File: src/hdl/hc_pkg.sv
`timescale 1ns / 1ps
`default_nettype none

package hc_pkg;

   localparam int unsigned MODULUS    = 26;
   localparam logic [6:0]  LETTER_A   = 7'd97;
   localparam logic [4:0]  PAD_LETTER = 5'd23;

   // Register indexes of the configuration port.
   typedef enum logic [2:0] {
      CSR_KEY_R0C0     = 3'd0,
      CSR_KEY_R0C1     = 3'd1,
      CSR_KEY_R1C0     = 3'd2,
      CSR_KEY_R1C1     = 3'd3,
      CSR_DECRYPT_MODE = 3'd4
   } csr_index_type;

   // Key registers as the back end sees them.
   typedef struct packed {
      logic [4:0] k00;
      logic [4:0] k01;
      logic [4:0] k10;
      logic [4:0] k11;
      logic       decrypt;
   } key_type;

   // One letter pair waiting for the matrix product.
   typedef struct packed {
      logic [4:0] v0;
      logic [4:0] v1;
   } pair_type;

   // Remainder modulo 26 of a value below 1664, by six compare-subtract steps.
   function automatic logic [4:0] mod26(input logic [10:0] x);
      logic [10:0] r;
      r = x;
      for (int i = 5; i >= 0; i--) begin
         if (r >= 11'(MODULUS << i)) begin
            r = r - 11'(MODULUS << i);
         end
      end
      return r[4:0];
   endfunction

   // Additive inverse modulo 26 of a value below 1664.
   function automatic logic [4:0] neg_mod26(input logic [10:0] x);
      logic [4:0] r;
      r = mod26(x);
      return (r == 5'd0) ? 5'd0 : 5'(MODULUS) - r;
   endfunction

   // Inverse of a residue modulo 26; zero where none exists.
   function automatic logic [4:0] det_inverse(input logic [4:0] d);
      logic [4:0] r;
      case (d)
         5'd1:    r = 5'd1;
         5'd3:    r = 5'd9;
         5'd5:    r = 5'd21;
         5'd7:    r = 5'd15;
         5'd9:    r = 5'd3;
         5'd11:   r = 5'd19;
         5'd15:   r = 5'd7;
         5'd17:   r = 5'd23;
         5'd19:   r = 5'd11;
         5'd21:   r = 5'd5;
         5'd23:   r = 5'd17;
         5'd25:   r = 5'd25;
         default: r = 5'd0;
      endcase
      return r;
   endfunction

endpackage

`default_nettype wire

File: src/hdl/hc_if.sv
`timescale 1ns / 1ps
`default_nettype none

interface hc_req_if;
   logic       valid;
   logic       ready;
   logic [7:0] in_char;
   logic       end_of_message;

   modport source (output valid, output in_char, output end_of_message, input ready);
   modport sink   (input valid, input in_char, input end_of_message, output ready);
endinterface

interface hc_rsp_if;
   logic       valid;
   logic       ready;
   logic [6:0] out_char;
   logic       last_of_pair;
   logic       key_error;

   modport source (output valid, output out_char, output last_of_pair,
                   output key_error, input ready);
   modport sink   (input valid, input out_char, input last_of_pair,
                   input key_error, output ready);
endinterface

`default_nettype wire

File: src/hdl/hc_front.sv
`timescale 1ns / 1ps
`default_nettype none

module hc_front
   import hc_pkg::*;
(
   input  wire logic     clock,
   input  wire logic     reset,
   hc_req_if.sink        req,
   output logic          push,
   output pair_type      push_pair,
   input  wire logic     queue_full
);

   logic [4:0] held_ff, held_in;
   logic       holding_ff, holding_in;
   logic [4:0] letter;
   logic       accept;

   assign req.ready = !queue_full;
   assign accept    = req.valid && req.ready;
   assign letter    = mod26(11'(req.in_char) + 11'd163);

   // A pair is complete on the second letter, or on an unpaired final letter.
   assign push         = accept && (holding_ff || req.end_of_message);
   assign push_pair.v0 = holding_ff ? held_ff : letter;
   assign push_pair.v1 = holding_ff ? letter : PAD_LETTER;

   always_comb begin
      held_in    = held_ff;
      holding_in = holding_ff;
      if (accept) begin
         if (holding_ff) begin
            holding_in = 1'b0;
         end else if (!req.end_of_message) begin
            held_in    = letter;
            holding_in = 1'b1;
         end
      end
   end

   always_ff @(posedge clock) begin
      if (reset) begin
         held_ff    <= 5'd0;
         holding_ff <= 1'b0;
      end else begin
         held_ff    <= held_in;
         holding_ff <= holding_in;
      end
   end

endmodule

`default_nettype wire

File: src/hdl/hc_queue.sv
`timescale 1ns / 1ps
`default_nettype none

module hc_queue
   import hc_pkg::*;
(
   input  wire logic     clock,
   input  wire logic     reset,
   input  wire logic     push,
   input  wire pair_type push_pair,
   output logic          full,
   output logic          pop_valid,
   output pair_type      pop_pair,
   input  wire logic     pop
);

   pair_type   entry_ff [2];
   logic       wr_ptr_ff, wr_ptr_in;
   logic       rd_ptr_ff, rd_ptr_in;
   logic [1:0] count_ff, count_in;

   assign full      = (count_ff == 2'd2);
   assign pop_valid = (count_ff != 2'd0);
   assign pop_pair  = entry_ff[rd_ptr_ff];

   always_comb begin
      wr_ptr_in = push ? !wr_ptr_ff : wr_ptr_ff;
      rd_ptr_in = pop ? !rd_ptr_ff : rd_ptr_ff;
      count_in  = count_ff + 2'(push) - 2'(pop);
   end

   always_ff @(posedge clock) begin
      if (push) begin
         entry_ff[wr_ptr_ff] <= push_pair;
      end
   end

   always_ff @(posedge clock) begin
      if (reset) begin
         wr_ptr_ff <= 1'b0;
         rd_ptr_ff <= 1'b0;
         count_ff  <= 2'd0;
      end else begin
         wr_ptr_ff <= wr_ptr_in;
         rd_ptr_ff <= rd_ptr_in;
         count_ff  <= count_in;
      end
   end

endmodule

`default_nettype wire

File: src/hdl/hc_back.sv
`timescale 1ns / 1ps
`default_nettype none

module hc_back
   import hc_pkg::*;
(
   input  wire logic     clock,
   input  wire logic     reset,
   input  wire key_type  key,
   input  wire logic     pop_valid,
   input  wire pair_type pop_pair,
   output logic          pop,
   hc_rsp_if.source      rsp
);

   // Reduced key entries.
   logic [4:0] ka, kb, kc, kd;
   logic [9:0] prod_ad, prod_bc;

   // Stage 1: determinant.
   logic       s1_valid_ff, s1_valid_in;
   pair_type   s1_pair_ff;
   logic [4:0] s1_det_ff;

   // Stage 2: active matrix.
   logic       s2_valid_ff, s2_valid_in;
   pair_type   s2_pair_ff;
   logic [4:0] s2_m00_ff, s2_m01_ff, s2_m10_ff, s2_m11_ff;
   logic       s2_err_ff;
   logic [4:0] di;
   logic       err;
   logic [4:0] m00, m01, m10, m11;

   // Stage 3: result pair, sent as two beats.
   logic       s3_valid_ff, s3_valid_in;
   logic       s3_phase_ff, s3_phase_in;
   logic [4:0] s3_r0_ff, s3_r1_ff;
   logic       s3_err_ff;
   logic [9:0] p00, p01, p10, p11;

   logic       s1_load, s2_load, s3_load, rsp_done;

   function automatic logic [4:0] reduce_key(input logic [4:0] k);
      return (k >= 5'(MODULUS)) ? k - 5'(MODULUS) : k;
   endfunction

   assign ka = reduce_key(key.k00);
   assign kb = reduce_key(key.k01);
   assign kc = reduce_key(key.k10);
   assign kd = reduce_key(key.k11);

   assign rsp_done = rsp.valid && rsp.ready && s3_phase_ff;
   assign s3_load  = s2_valid_ff && (!s3_valid_ff || rsp_done);
   assign s2_load  = s1_valid_ff && (!s2_valid_ff || s3_load);
   assign s1_load  = pop_valid && (!s1_valid_ff || s2_load);
   assign pop      = s1_load;

   assign prod_ad = ka * kd;
   assign prod_bc = kb * kc;

   assign di  = det_inverse(s1_det_ff);
   assign err = key.decrypt && (di == 5'd0);

   always_comb begin
      m00 = ka;
      m01 = kb;
      m10 = kc;
      m11 = kd;
      if (key.decrypt) begin
         m00 = mod26(11'(di) * 11'(kd));
         m11 = mod26(11'(di) * 11'(ka));
         m01 = neg_mod26(11'(di) * 11'(kb));
         m10 = neg_mod26(11'(di) * 11'(kc));
      end
   end

   assign p00 = s2_m00_ff * s2_pair_ff.v0;
   assign p01 = s2_m01_ff * s2_pair_ff.v1;
   assign p10 = s2_m10_ff * s2_pair_ff.v0;
   assign p11 = s2_m11_ff * s2_pair_ff.v1;

   always_comb begin
      s1_valid_in = s1_load || (s1_valid_ff && !s2_load);
      s2_valid_in = s2_load || (s2_valid_ff && !s3_load);
      s3_valid_in = s3_load || (s3_valid_ff && !rsp_done);
      s3_phase_in = s3_phase_ff;
      if (rsp.valid && rsp.ready) begin
         s3_phase_in = !s3_phase_ff;
      end
   end

   always_ff @(posedge clock) begin
      if (s1_load) begin
         s1_pair_ff <= pop_pair;
         s1_det_ff  <= mod26(11'(prod_ad) + 11'd676 - 11'(prod_bc));
      end
      if (s2_load) begin
         s2_pair_ff <= s1_pair_ff;
         s2_err_ff  <= err;
         // A zero matrix drives both letters to 'a' on a key error.
         s2_m00_ff  <= err ? 5'd0 : m00;
         s2_m01_ff  <= err ? 5'd0 : m01;
         s2_m10_ff  <= err ? 5'd0 : m10;
         s2_m11_ff  <= err ? 5'd0 : m11;
      end
      if (s3_load) begin
         s3_r0_ff  <= mod26(11'(p00) + 11'(p01));
         s3_r1_ff  <= mod26(11'(p10) + 11'(p11));
         s3_err_ff <= s2_err_ff;
      end
   end

   always_ff @(posedge clock) begin
      if (reset) begin
         s1_valid_ff <= 1'b0;
         s2_valid_ff <= 1'b0;
         s3_valid_ff <= 1'b0;
         s3_phase_ff <= 1'b0;
      end else begin
         s1_valid_ff <= s1_valid_in;
         s2_valid_ff <= s2_valid_in;
         s3_valid_ff <= s3_valid_in;
         s3_phase_ff <= s3_phase_in;
      end
   end

   assign rsp.valid        = s3_valid_ff;
   assign rsp.out_char     = (s3_phase_ff ? 7'(s3_r1_ff) : 7'(s3_r0_ff)) + LETTER_A;
   assign rsp.last_of_pair = s3_phase_ff;
   assign rsp.key_error    = s3_err_ff;

endmodule

`default_nettype wire

File: src/hdl/hill_cipher_2x2_mod26.sv
`timescale 1ns / 1ps
`default_nettype none

// 2x2 Hill cipher over lowercase letters. Each request beat carries one byte,
// taken as (byte - 'a') mod 26. The first letter of a pair is held; the second
// letter sends the pair on, and two response beats follow with the key matrix
// times the pair vector mod 26, the second beat marked by last_of_pair. A lone
// letter flagged end_of_message is paired with 'x'. In decrypt mode the modular
// inverse of the key is used; if the key has none, key_error is set and both
// letters come out as 'a'. The block takes one request beat every cycle while
// the queue has room and sends one response beat every cycle while ready is
// high, so a pair of inputs and its pair of outputs balance. The response port
// sets the rate, sending a pair's letters as two beats; a two-entry pair queue
// between the front end and the three-stage matrix pipeline absorbs short
// response stalls; a completed pair is registered in it, then in stages 1-3.
// Key registers are meant to be written only while no pair is in flight.

module hill_cipher_2x2_mod26
   import hc_pkg::*;
(
   input  wire logic       clock,
   input  wire logic       reset,
   hc_req_if.sink          req_bus,
   hc_rsp_if.source        rsp_bus,
   input  wire logic       csr_wr_en,
   input  wire logic [2:0] csr_index,
   input  wire logic [4:0] csr_wdata
);

   // Key and mode registers, reset to the default key {{9, 4}, {5, 7}}.
   key_type  key_ff, key_in;

   logic     push;
   pair_type push_pair;
   logic     queue_full;
   logic     pop_valid;
   pair_type pop_pair;
   logic     pop;

   always_comb begin
      key_in = key_ff;
      if (csr_wr_en) begin
         case (csr_index)
            CSR_KEY_R0C0:     key_in.k00     = csr_wdata;
            CSR_KEY_R0C1:     key_in.k01     = csr_wdata;
            CSR_KEY_R1C0:     key_in.k10     = csr_wdata;
            CSR_KEY_R1C1:     key_in.k11     = csr_wdata;
            CSR_DECRYPT_MODE: key_in.decrypt = csr_wdata[0];
            default:          key_in         = key_ff;
         endcase
      end
   end

   always_ff @(posedge clock) begin
      if (reset) begin
         key_ff.k00     <= 5'd9;
         key_ff.k01     <= 5'd4;
         key_ff.k10     <= 5'd5;
         key_ff.k11     <= 5'd7;
         key_ff.decrypt <= 1'b0;
      end else begin
         key_ff <= key_in;
      end
   end

   // The front end pairs letters; a held letter survives key writes.
   hc_front u_front (
      .clock      (clock),
      .reset      (reset),
      .req        (req_bus),
      .push       (push),
      .push_pair  (push_pair),
      .queue_full (queue_full)
   );

   hc_queue u_queue (
      .clock     (clock),
      .reset     (reset),
      .push      (push),
      .push_pair (push_pair),
      .full      (queue_full),
      .pop_valid (pop_valid),
      .pop_pair  (pop_pair),
      .pop       (pop)
   );

   // The back end derives the active matrix and sends each pair as two beats.
   hc_back u_back (
      .clock     (clock),
      .reset     (reset),
      .key       (key_ff),
      .pop_valid (pop_valid),
      .pop_pair  (pop_pair),
      .pop       (pop),
      .rsp       (rsp_bus)
   );

endmodule

`default_nettype wire
File: src/flat_wrapper.sv
// flat-port wrapper written by rule: the top's interface ports become plain ports
module hill_cipher_2x2_mod26_flat import hc_pkg::*;
  (clock, reset, csr_wr_en, csr_index, csr_wdata, req_bus_valid, req_bus_in_char, req_bus_end_of_message, req_bus_ready, rsp_bus_valid, rsp_bus_out_char, rsp_bus_last_of_pair, rsp_bus_key_error, rsp_bus_ready);
  hc_req_if req_bus_i ();
  hc_rsp_if rsp_bus_i ();
  input  wire logic clock;
  input  wire logic reset;
  input  wire logic csr_wr_en;
  input  wire logic [2:0] csr_index;
  input  wire logic [4:0] csr_wdata;
  input wire logic [$bits(req_bus_i.valid)-1:0] req_bus_valid;
  input wire logic [$bits(req_bus_i.in_char)-1:0] req_bus_in_char;
  input wire logic [$bits(req_bus_i.end_of_message)-1:0] req_bus_end_of_message;
  output wire logic [$bits(req_bus_i.ready)-1:0] req_bus_ready;
  output wire logic [$bits(rsp_bus_i.valid)-1:0] rsp_bus_valid;
  output wire logic [$bits(rsp_bus_i.out_char)-1:0] rsp_bus_out_char;
  output wire logic [$bits(rsp_bus_i.last_of_pair)-1:0] rsp_bus_last_of_pair;
  output wire logic [$bits(rsp_bus_i.key_error)-1:0] rsp_bus_key_error;
  input wire logic [$bits(rsp_bus_i.ready)-1:0] rsp_bus_ready;
  assign req_bus_i.valid = req_bus_valid;
  assign req_bus_i.in_char = req_bus_in_char;
  assign req_bus_i.end_of_message = req_bus_end_of_message;
  assign req_bus_ready = req_bus_i.ready;
  assign rsp_bus_valid = rsp_bus_i.valid;
  assign rsp_bus_out_char = rsp_bus_i.out_char;
  assign rsp_bus_last_of_pair = rsp_bus_i.last_of_pair;
  assign rsp_bus_key_error = rsp_bus_i.key_error;
  assign rsp_bus_i.ready = rsp_bus_ready;
  hill_cipher_2x2_mod26 u_core (.clock(clock), .reset(reset), .req_bus(req_bus_i), .rsp_bus(rsp_bus_i), .csr_wr_en(csr_wr_en), .csr_index(csr_index), .csr_wdata(csr_wdata));
endmodule
File: config.mk
export PLATFORM = sky130hd
export DESIGN_NAME = hill_cipher_2x2_mod26_flat
export DESIGN_NICKNAME = d
export VERILOG_FILES = /design/src/hdl/hc_pkg.sv /design/src/hdl/hc_if.sv /design/src/hdl/hc_front.sv /design/src/hdl/hc_queue.sv /design/src/hdl/hc_back.sv /design/src/hdl/hill_cipher_2x2_mod26.sv /design/src/flat_wrapper.sv
export SDC_FILE = /design/constraint.sdc
export NUM_CORES = 1
export LEC_CHECK = 0
export BUFFER_PORTS_ARGS = -buffer_cell sky130_fd_sc_hd__buf_4
export CAP_MARGIN = 20
export CELL_PAD_IN_SITES_DETAIL_PLACEMENT = 1
export CELL_PAD_IN_SITES_GLOBAL_PLACEMENT = 1
export CORE_UTILIZATION = 38
export CTS_CLUSTER_SIZE = 10
export DETAILED_ROUTE_END_ITERATION = 12
export GPL_TIMING_DRIVEN = 0
export PLACE_DENSITY_LB_ADDON = 0.1
export SLEW_MARGIN = 20
export SYNTH_ARGS = -nofsm -noshare
export SYNTH_HDL_FRONTEND = slang
export SYNTH_SLANG_ARGS = --single-unit
File: constraint.sdc
create_clock -name clock -period 12.8 [get_ports clock]
set_input_delay 2.56 -clock clock [delete_from_list [all_inputs] [get_ports clock]]
set_output_delay 2.56 -clock clock [all_outputs]
set_load 0.05 [all_outputs]
==> results.py, run 1 <==
metrics = {
    "grt": {
        "grt_total_usage_pct": 22.3,
        "first_pass_grt_wire_length_um": 125000,
        "grt_antenna_before_repair": 2,
        "grt_start_max_net_pins": 26,
        "grt_pass1_vias": 24400,
        "grt_overflow_total": 0,
    },
    "cts": {
        "worstSkewPairLatency_ns": 0.41,
        "clock_sinks": 117,
        "cts_tree": "done",
        "ctsRootBufferMaster": "clkbuf_16",
        "path_clk_slew_ns": 0.06,
        "cts_inserted_buffers": 17,
        "h-tree-depth": 4,
        "post_cts_hold_buffer_count": 0,
        "cts-root-to-sink-buffers": 2,
    },
    "placed_design": {
        "port_buffers": 32,
        "globalplace.congestion": 0.879,
        "dp_hpwl_um": 61600,
    },
    "logic_synthesis": {
        "yosysWarnings": 0,
        "yosys.area.top_type": "ha_1",
        "yosysUniqueCellTypes": 134,
        "ys_async_sr_fraction_pct": 0,
        "synth-edff-count": 77,
        "synth_top_area_share_pct": 11.6,
        "postSynthNetCount": 3507,
        "synth.cell_area_mm2": 0.0247,
        "synthCells": 3123,
        "ys_ff_latch": 117,
        "synthFlopType": "edfxtp_1",
        "share_of_the_yosys_chip_area_belonging_to_registers_pct": 12.6,
        "netlist_top_cells_area": "ha_1 (12%), fa_1 (11%), edfxtp_1 (9.3%), inv_1 (4.7%), nand2_1 (4.1%)",
        "post_synth.cell_area_avg_um2": 7.92,
    },
    "setup_path": {
        "r2r_setup_slack_ns": 0.81,
        "crit_path_max_fanout": 10,
        "crit_path_top_delay_cell": "fa_1",
        "arrival_ns": 12.12,
        "cp-start-kind": "flop",
        "endpoint_kind": "flop",
        "crit_path_frequent_cell": "ha_1",
        "critical-path-max-stage-delay_ns": 0.56,
        "cp.required_ns": 12.93,
        "setup.worst_path.class": "flop to flop",
    },
    "final_layout": {
        "final_net_count": 3561,
        "final_layout_size_suffix_gt1_share_pct": 8.75,
        "mostFrequentLayoutCells": "inv_1 (310), nand2_1 (268), ha_1 (229)",
        "most_common_cell_after_layout_fill_and_taps_aside": "inv_1",
        "ant_cells": 0,
        "layout-area-overhead-vs-synth_pct": 8.57,
    },
    "sta": {
        "fin_worst_skew_ns": 0.0107,
        "final_min_period_over_clock_period_pct": 93.6,
        "final-max-slew-violation-count": 0,
        "max_freq_mhz": 83.4,
        "period_minus_slack_ns": 11.99,
        "finalHoldViolations": 0,
        "grt_setup_unrepaired": "false",
        "finalSetupViolations": 0,
        "tightest_slew_ns": 0.970,
        "tns_ns": 0,
        "slew-limit-headroom_pct": 33.7,
    },
    "floorplan": {
        "floorplan.rows": 93,
        "initial_core_util_pct": 38.5,
        "chipHeight_um": 257,
        "die_area_mm2": 0.0661,
        "die-width_um": 257,
        "io_pins": 33,
        "floorplan.core_area_mm2": 0.0643,
    },
    "route": {
        "remaining_drc_errors": 0,
        "finalWirelength_um": 74800,
        "drt-vias-per-instance": 5.84,
        "final_antenna_net_count": 0,
        "routed-via-count": 23600,
        "detailedRoute.firstIterationViolations": 975,
        "wl_per_cell_um": 18.5,
        "count_of_tritonroute_iterations_in_the_first_routing_pass": 5,
    },
    "worst_hold_path": {
        "hold_class": "flop to flop",
    },
    "status": {
        "run_status": "finished, final reports clean",
    },
    "flow_run": {
        "drv.max_cap_violation_count": 0,
    },
}
-- metrics by stage --
step / instances / setup slack, ns / util (%) / cell area (µm²) / hold WS, ns
after CTS: 4043 / 0.000179 / 41.5 / 26700 / 0.419
after floorplan: 3123 / 2.22 / - / 24700 / 0.400
after detailed placement: 4011 / -0.739 / 40.6 / 26100 / 0.406
after global placement: 4010 / -0.321 / 40.5 / 26100 / 0.405
after global routing: 4045 / 0.0146 / 41.8 / 26900 / 0.425
final: 4045 / 0.813 / 41.8 / 26900 / 0.417
-- metal layers --
metal  up-vias  track usage [%]  share of wire, %
met5         -                0             0.035
met4         4             2.48              0.54
met3        36             1.57               2.5
met2       299             38.1                47
met1     11700             31.6                50
li1      11600                -                 -
-- synthesized netlist by cell type (11+ instances only) --
cell	count
nand2_1	268
fa_1	132
o22ai_1	31
nand2b_1	31
buf_2	20
xor2_1	35
a31o_2	13
xnor2_1	85
nor2_1	219
nor2b_1	37
o21ai_1	18
a2111oi_0	11
nor3_1	74
o211a_1	12
a31oi_1	50
inv_1	310
edfxtp_1	77
nor3b_1	12
o2111ai_1	11
ha_1	230
a21o_1	52
mux2i_1	61
o31ai_1	19
nor4_1	33
nand3_1	67
a21oi_1	160
mux2_2	31
a21boi_0	13
dfxtp_1	40
a211oi_1	37
o21a_1	47
clkbuf_1	72
a211o_1	27
or2_2	19
nand4_1	26
and2_1	146
o211ai_1	45
or3_1	32
and3_1	34
or4_1	15
o21ai_0	153
-- final cells by class --
| class | count | area [µm²] |
|---|---|---|
| timing repair buffer | 37 | 298 |
| inverter | 319 | 1200 |
| multi-input combinational | 2594 | 20200 |
| buffer | 91 | 378 |
| clock inverter | 11 | 80.1 |
| tap | 855 | 1070 |
| clock buffer | 21 | 514 |
| sequential | 117 | 3120 |
| fill | 7834 | 37500 |
-- registers in the layout (all words and copies together), names as in the netlist, 2 cells and up --
signal / cells
u_core.u_queue.count_ff: 2
u_core.u_back.s2_pair_ff: 10
u_core.key_ff: 21
u_core.u_back.s3_r0_ff: 5
u_core.u_back.s2_m10_ff: 5
u_core.u_back.di: 5
u_core.u_back.s1_pair_ff: 10
u_core.u_queue.entry_ff: 20
u_core.u_back.s2_m11_ff: 5
u_core.u_back.s2_m00_ff: 5
u_core.u_back.s1_det_ff: 5
u_core.u_back.s2_m01_ff: 5
u_core.u_back.s3_r1_ff: 5
u_core.u_front.held_ff: 5
-- what timing repair did --
action	CTS	global route
setup buffers	1	3
setup endpoints to repair	5	16
resized for setup	7	34
pin swaps	1	3
-- path summary, 6_finish.rpt --
path,startpoint,endpoint,depth (start not counted)
min,u_core.u_back.s1_pair_ff[7],u_core.u_back.s2_pair_ff[7],0
min reg2reg,u_core.u_back.s1_pair_ff[7],u_core.u_back.s2_pair_ff[7],0
max,u_core.key_ff[6],u_core.u_back.s2_m10_ff[3],43
max reg2reg,u_core.key_ff[6],u_core.u_back.s2_m10_ff[3],43
-- critical path, delay by kind of cell, from the launching register on --
kind / cells / cell delay (ns)
flops: 1 / 0.39
mux: 3 / 0.90
xor+xnor: 4 / 1.07
buf+inv: 5 / 0.76
simple gates: 11 / 2.59
fa+ha+maj: 8 / 3.24
compound gates: 12 / 2.72
-- cell families (layout without fill, tap and decap cells) --
family | after synthesis | in the layout | synth area share [%]
AND/OR/NAND/NOR | 1097 | 1097 | 23.1
adder cells (fa/ha/maj) | 362 | 362 | 22.3
AO/OA/AOI/OAI | 914 | 914 | 26.9
flip-flops | 117 | 117 | 12.6
multiplexers | 96 | 96 | 4.17
buffers and inverters | 412 | 479 | 6.37
XOR/XNOR | 125 | 125 | 4.60
Power of run 1 is not shown: default switching activity piles up to over one toggle a cycle in this logic, so the estimate is an artifact.
==> inputs of run 2 (changes only) <==
--- a/config.mk
+++ b/config.mk
@@ -9,7 +9,7 @@
 export CAP_MARGIN = 20
 export CELL_PAD_IN_SITES_DETAIL_PLACEMENT = 1
 export CELL_PAD_IN_SITES_GLOBAL_PLACEMENT = 1
-export CORE_UTILIZATION = 38
+export CORE_UTILIZATION = 49
 export CTS_CLUSTER_SIZE = 10
 export DETAILED_ROUTE_END_ITERATION = 12
 export GPL_TIMING_DRIVEN = 0
==> run 2 against run 1 <==
Compared with the run above:
- sequential share of layout area up 0.13 points
- fmax down 1.8%
- via count up 2.4%
- non-clock buffer count up 2
- design area down 1.1%
- setup slack worse by 0.22 ns
- core utilization up 12 points
- clock-buffer cell count down 4
- global-route usage up 6.8 points
- register-to-register slack worse by 0.22 ns
- die area down 22%
- clock skew about the same
- critical endpoint is now u_core.u_back.s2_m00_ff[4]
==> results.py, run 2 (synthesized netlist as in run 1, its figures left out) <==
metrics = {
    "status": {
        "run_status": "finished, final reports clean",
    },
    "setup_path": {
        "cp.required_ns": 13.02,
        "r2r_setup_slack_ns": 0.59,
        "crit_path_max_fanout": 10,
        "cell_family_contributing_the_most_delay_on_the_critical_path": "compound AO/OA/AOI/OAI gates",
        "setup.worst_path.class": "flop to flop",
        "critical-path-max-stage-delay_ns": 0.55,
        "endpoint_kind": "flop",
        "crit_path_top_delay_cell": "fa_1",
        "crit_path_frequent_cell": "inv_1",
        "arrival_ns": 12.43,
        "crit_buf_inv": 8,
        "cp-start-kind": "flop",
    },
    "cts": {
        "post_cts_hold_buffer_count": 0,
        "cts-root-to-sink-buffers": 2,
        "h-tree-depth": 4,
        "path_clk_slew_ns": 0.06,
        "worstSkewPairLatency_ns": 0.45,
        "cts_tree": "done",
        "cts_inserted_buffers": 17,
        "ctsRootBufferMaster": "clkbuf_16",
        "clock_sinks": 117,
    },
    "final_layout": {
        "multiInputGateArea_mm2": 0.0202,
        "layout.cells.non_filler": 3856,
        "final_net_count": 3563,
        "final_design_area_no_fill_mm2": 0.0266,
        "most_common_cell_after_layout_fill_and_taps_aside": "inv_1",
        "final_layout_size_suffix_gt1_share_pct": 8.71,
        "largest_registers": "u_core.key_ff (21), u_core.u_queue.entry_ff (20)",
        "layout-area-overhead-vs-synth_pct": 7.40,
        "mostFrequentLayoutCells": "inv_1 (310), nand2_1 (268), ha_1 (228)",
        "top_register": "u_core.key_ff",
        "ant_cells": 0,
        "num-fill-cells": 6129,
        "largest_register_ffs": 21,
        "register_area_mm2": 0.00312,
    },
    "sta": {
        "finalSetupViolations": 0,
        "final_min_period_over_clock_period_pct": 95.4,
        "final-max-slew-violation-count": 0,
        "fin_worst_skew_ns": 0.0103,
        "tightest_slew_ns": 1.12,
        "tns_ns": 0,
        "worst_hold_slack_ns": 0.418,
        "finalHoldViolations": 0,
        "slew-limit-headroom_pct": 24.9,
        "period_minus_slack_ns": 12.21,
        "max_freq_mhz": 81.9,
    },
    "grt": {
        "grt_overflow_total": 0,
        "grt_start_max_net_pins": 29,
        "first_pass_grt_wire_length_um": 123000,
        "grt_total_usage_pct": 29.1,
        "grt_pass1_vias": 25000,
        "grt_antenna_before_repair": 0,
    },
    "floorplan": {
        "die-width_um": 227,
        "initial_core_util_pct": 50.1,
        "floorplan.rows": 81,
        "chipHeight_um": 227,
        "io_pins": 33,
        "die_area_mm2": 0.0514,
        "floorplan.core_area_mm2": 0.0494,
    },
    "route": {
        "met3RoutedLength_um": 2330,
        "remaining_drc_errors": 0,
        "drt-vias-per-instance": 6.27,
        "final_antenna_net_count": 0,
        "top_layer_in_use": "met4",
        "detailedRoute.firstIterationViolations": 1234,
        "wl_met2_um": 37600,
        "routed-via-count": 24200,
        "wl_met1_um": 34200,
        "wl_per_cell_um": 19.5,
        "finalWirelength_um": 75300,
        "count_of_tritonroute_iterations_in_the_first_routing_pass": 5,
    },
    "placed_design": {
        "post_placement_cell_count": 3820,
        "globalplace.congestion": 0.896,
        "placed_area_mm2": 0.0259,
        "port_buffers": 32,
        "dp_hpwl_um": 60500,
    },
    "worst_hold_path": {
        "hold_class": "flop to flop",
    },
    "flow_run": {
        "drv.max_cap_violation_count": 0,
    },
}
## run 2: cell types whose count changed in the layout (fill, tap and decap cells not counted), sizes merged
cell	change
clkinv	-2
inv	+4
clkbuf	-3
bufinv	+1
clkinvlp	+1
buf	+1
## run 2: through the flow
stage | utilization, % | setup WS, ns
after floorplan | - | 2.22
after global placement | 52.3 | -0.0938
after detailed placement | 52.4 | -0.620
after CTS | 53.6 | 0.135
after global routing | 53.8 | -0.131
final | 53.8 | 0.594
## run 2: repair_timing
item | CTS | global route
resized for setup | 4 | 33
pin swaps | 1 | 6
endpoints found under the setup margin | 4 | 15
endpoints found under the hold margin | 0 | 0
buffers inserted | 1 | 4
## run 2: worst reg2reg max path: cells and delay by family, from the launching register on
kind            cells  cell delay [ns]
flops               1             0.42
simple gates        9             1.57
mux                 3             0.77
compound gates     15             4.28
buf+inv             8             1.04
fa+ha+maj           9             3.13
xor+xnor            3             0.76
## run 2: layout make-up
type                            instances  area share [%]
Timing Repair Buffer                   38            1.12
Buffer                                 92            1.45
Clock buffer                           17            1.60
Multi-Input combinational cell       2594            75.9
Clock inverter                         15           0.588
Inverter                              319            4.51
Sequential cell                       117            11.7
Tap cell                              664            3.13
## run 2: per-layer routing
layer,track usage [%],vias to the layer above
met1,37.1,12100
met3,2.72,85
met4,7.41,0
met5,0,-
li1,-,11600
met2,52.1,414
## run 2: worst paths after layout
kind / start / end / cells past startpoint
worst min register to register: u_core.u_back.s1_pair_ff[8] / u_core.u_back.s2_pair_ff[8] / 0
worst min-delay path: u_core.u_back.s1_pair_ff[8] / u_core.u_back.s2_pair_ff[8] / 0
worst max-delay path: u_core.key_ff[2] / u_core.u_back.s2_m00_ff[4] / 47
worst max register to register: u_core.key_ff[2] / u_core.u_back.s2_m00_ff[4] / 47
Power of run 2 is left out for the same reason.
==> inputs of run 3 (changes only) <==
--- a/config.mk
+++ b/config.mk
@@ -9,6 +9,7 @@
 export CAP_MARGIN = 20
 export CELL_PAD_IN_SITES_DETAIL_PLACEMENT = 1
 export CELL_PAD_IN_SITES_GLOBAL_PLACEMENT = 1
+export CORE_MARGIN = 2
 export CORE_UTILIZATION = 49
 export CTS_CLUSTER_SIZE = 10
 export DETAILED_ROUTE_END_ITERATION = 12
==> constraint.sdc (replaced) <==
create_clock -name clock -period 12.8 [get_ports clock]
set_input_delay 2.56 -clock clock [delete_from_list [all_inputs] [get_ports clock]]
set_output_delay 2.56 -clock clock [all_outputs]
set_load 0.1 [all_outputs]
==> run 3 against run 2 <==
Compared with the run above:
- first-iteration DRC count increased by 12%
- worst hold slack barely moved
- sequential cell count unchanged
- core utilization is 0.64 points lower
- critical path depth decreased by 3
- routed wire length increased by 0.60%
- die area is 1.8% higher
- clock skew about the same
==> results.py, run 3 (synthesized netlist as in run 1, its figures left out) <==
metrics = {
    "final_layout": {
        "num-fill-cells": 6256,
        "layout.cells.non_filler": 3863,
        "top_register": "u_core.key_ff",
        "final_layout_size_suffix_gt1_share_pct": 8.53,
        "most_common_cell_after_layout_fill_and_taps_aside": "inv_1",
        "largest_registers": "u_core.key_ff (21), u_core.u_queue.entry_ff (20)",
        "final_net_count": 3561,
        "largest_register_ffs": 21,
        "mostFrequentLayoutCells": "inv_1 (310), nand2_1 (268), ha_1 (228)",
        "layout-area-overhead-vs-synth_pct": 7.43,
        "final_design_area_no_fill_mm2": 0.0266,
    },
    "setup_path": {
        "worst-r2r-cell-count": 44,
        "cp-start-kind": "flop",
        "crit_path_start": "u_core.key_ff[7]",
        "setup.worst_path.class": "flop to flop",
        "cp.required_ns": 12.96,
        "r2r_setup_slack_ns": 0.69,
        "critical-path-max-stage-delay_ns": 0.66,
        "arrival_ns": 12.27,
        "crit_path_max_fanout": 9,
        "cell_family_contributing_the_most_delay_on_the_critical_path": "compound AO/OA/AOI/OAI gates",
        "reg2reg_to": "u_core.u_back.s2_m10_ff[3]",
        "crit_path_top_delay_cell": "o31ai_2",
        "crit_path_frequent_cell": "ha_1",
        "endpoint_kind": "flop",
        "crit_buf_inv": 6,
        "reg2reg_from": "u_core.key_ff[7]",
    },
    "cts": {
        "ctsRootBufferMaster": "clkbuf_16",
        "cts_tree": "done",
        "worstSkewPairLatency_ns": 0.41,
        "clock_sinks": 117,
        "cts-root-to-sink-buffers": 2,
        "h-tree-depth": 4,
        "cts_inserted_buffers": 17,
        "path_clk_slew_ns": 0.06,
    },
    "sta": {
        "period_minus_slack_ns": 12.11,
        "finalSetupViolations": 0,
        "max_freq_mhz": 82.6,
        "fin_worst_skew_ns": 0.0102,
        "tightest_slew_ns": 1.04,
        "final-max-slew-violation-count": 0,
        "worst_hold_slack_ns": 0.418,
        "final_min_period_over_clock_period_pct": 94.6,
        "finalHoldViolations": 0,
        "slew-limit-headroom_pct": 28.8,
    },
    "placed_design": {
        "port_buffers": 32,
        "placed_area_mm2": 0.0259,
        "post_placement_cell_count": 3828,
        "globalplace.congestion": 0.924,
        "dp_hpwl_um": 60800,
    },
    "worst_hold_path": {
        "hold_startpoint": "u_core.u_back.s1_pair_ff[2]",
        "hold_end": "u_core.u_back.s2_pair_ff[2]",
        "hold_class": "flop to flop",
        "worst_hold_path.num_cells": 0,
    },
    "grt": {
        "grt_start_max_net_pins": 26,
        "first_pass_grt_wire_length_um": 127000,
        "grt_antenna_before_repair": 3,
        "grt_total_usage_pct": 28.6,
        "grt_overflow_total": 0,
        "grt_pass1_vias": 25400,
    },
    "floorplan": {
        "chipHeight_um": 229,
        "die_area_mm2": 0.0523,
        "initial_core_util_pct": 49.5,
        "die-width_um": 229,
        "floorplan.rows": 82,
        "floorplan.core_area_mm2": 0.0500,
        "io_pins": 33,
    },
    "route": {
        "count_of_tritonroute_iterations_in_the_first_routing_pass": 5,
        "detailedRoute.firstIterationViolations": 1379,
        "drt-vias-per-instance": 6.24,
        "final_antenna_net_count": 0,
        "routed-via-count": 24100,
        "wl_per_cell_um": 19.6,
        "remaining_drc_errors": 0,
        "finalWirelength_um": 75700,
    },
    "flow_run": {
        "drv.max_cap_violation_count": 0,
    },
    "status": {
        "run_status": "finished, final reports clean",
    },
}
[run 3: repair_timing]
action,4_1_cts,5_1_grt
cloned,0,0
endpoints found under the setup margin,4,16
resized for setup,6,22
pin swaps,0,3
hold buffers,0,0
setup buffers,0,6
[run 3: per-stage QoR]
step	setup WS, ns	util (%)	TNS (ns)
floorplan	2.22	-	0
global placement	0.0861	51.7	0
detailed placement	-0.583	51.8	-2.02
CTS	0.0673	52.9	0
global route	-0.0163	53.2	-0.0236
finish	0.687	53.2	0
[run 3: area by class of cell]
type	count	area, µm²	share of cell area (%)
Tap cell	672	841	3.16
Antenna cell	1	2.50	0.00941
Sequential cell	117	3110	11.7
Inverter	319	1200	4.50
Timing Repair Buffer	39	313	1.18
Clock inverter	6	33.8	0.127
Clock buffer	26	543	2.04
Buffer	89	369	1.39
Multi-Input combinational cell	2594	20200	75.9
[run 3: metal layers]
metal | up-vias | GRT usage, % | part of all wire, %
met4 | 4 | 7.66 | 2.2
li1 | 11600 | - | -
met3 | 115 | 2.51 | 3.4
met2 | 456 | 49.9 | 48
met5 | - | 0 | 0.044
met1 | 12000 | 38.0 | 46
[run 3: worst max-delay path by stage]
stage / slack [ns] / depth (start not counted) / to
floorplan: 2.22 / 48 / u_core.u_back.s2_m00_ff[2]
global placement: 0.09 / 47 / u_core.u_back.s2_m00_ff[4]
detailed placement: -0.58 / 47 / u_core.u_back.s2_m00_ff[4]
CTS: 0.07 / 46 / u_core.u_back.s2_m00_ff[4]
global route: -0.02 / 48 / u_core.u_back.s2_m00_ff[1]
finish: 0.69 / 44 / u_core.u_back.s2_m10_ff[3]
[run 3: worst reg2reg max path: cells and delay by family (launching register included)]
family,cells,cell delay [ns]
buf+inv,6,0.72
flops,1,0.47
fa+ha+maj,9,3.43
xor+xnor,4,1.11
mux,2,0.33
compound gates,15,3.94
simple gates,8,1.83
Power of run 3 is left out for the same reason.
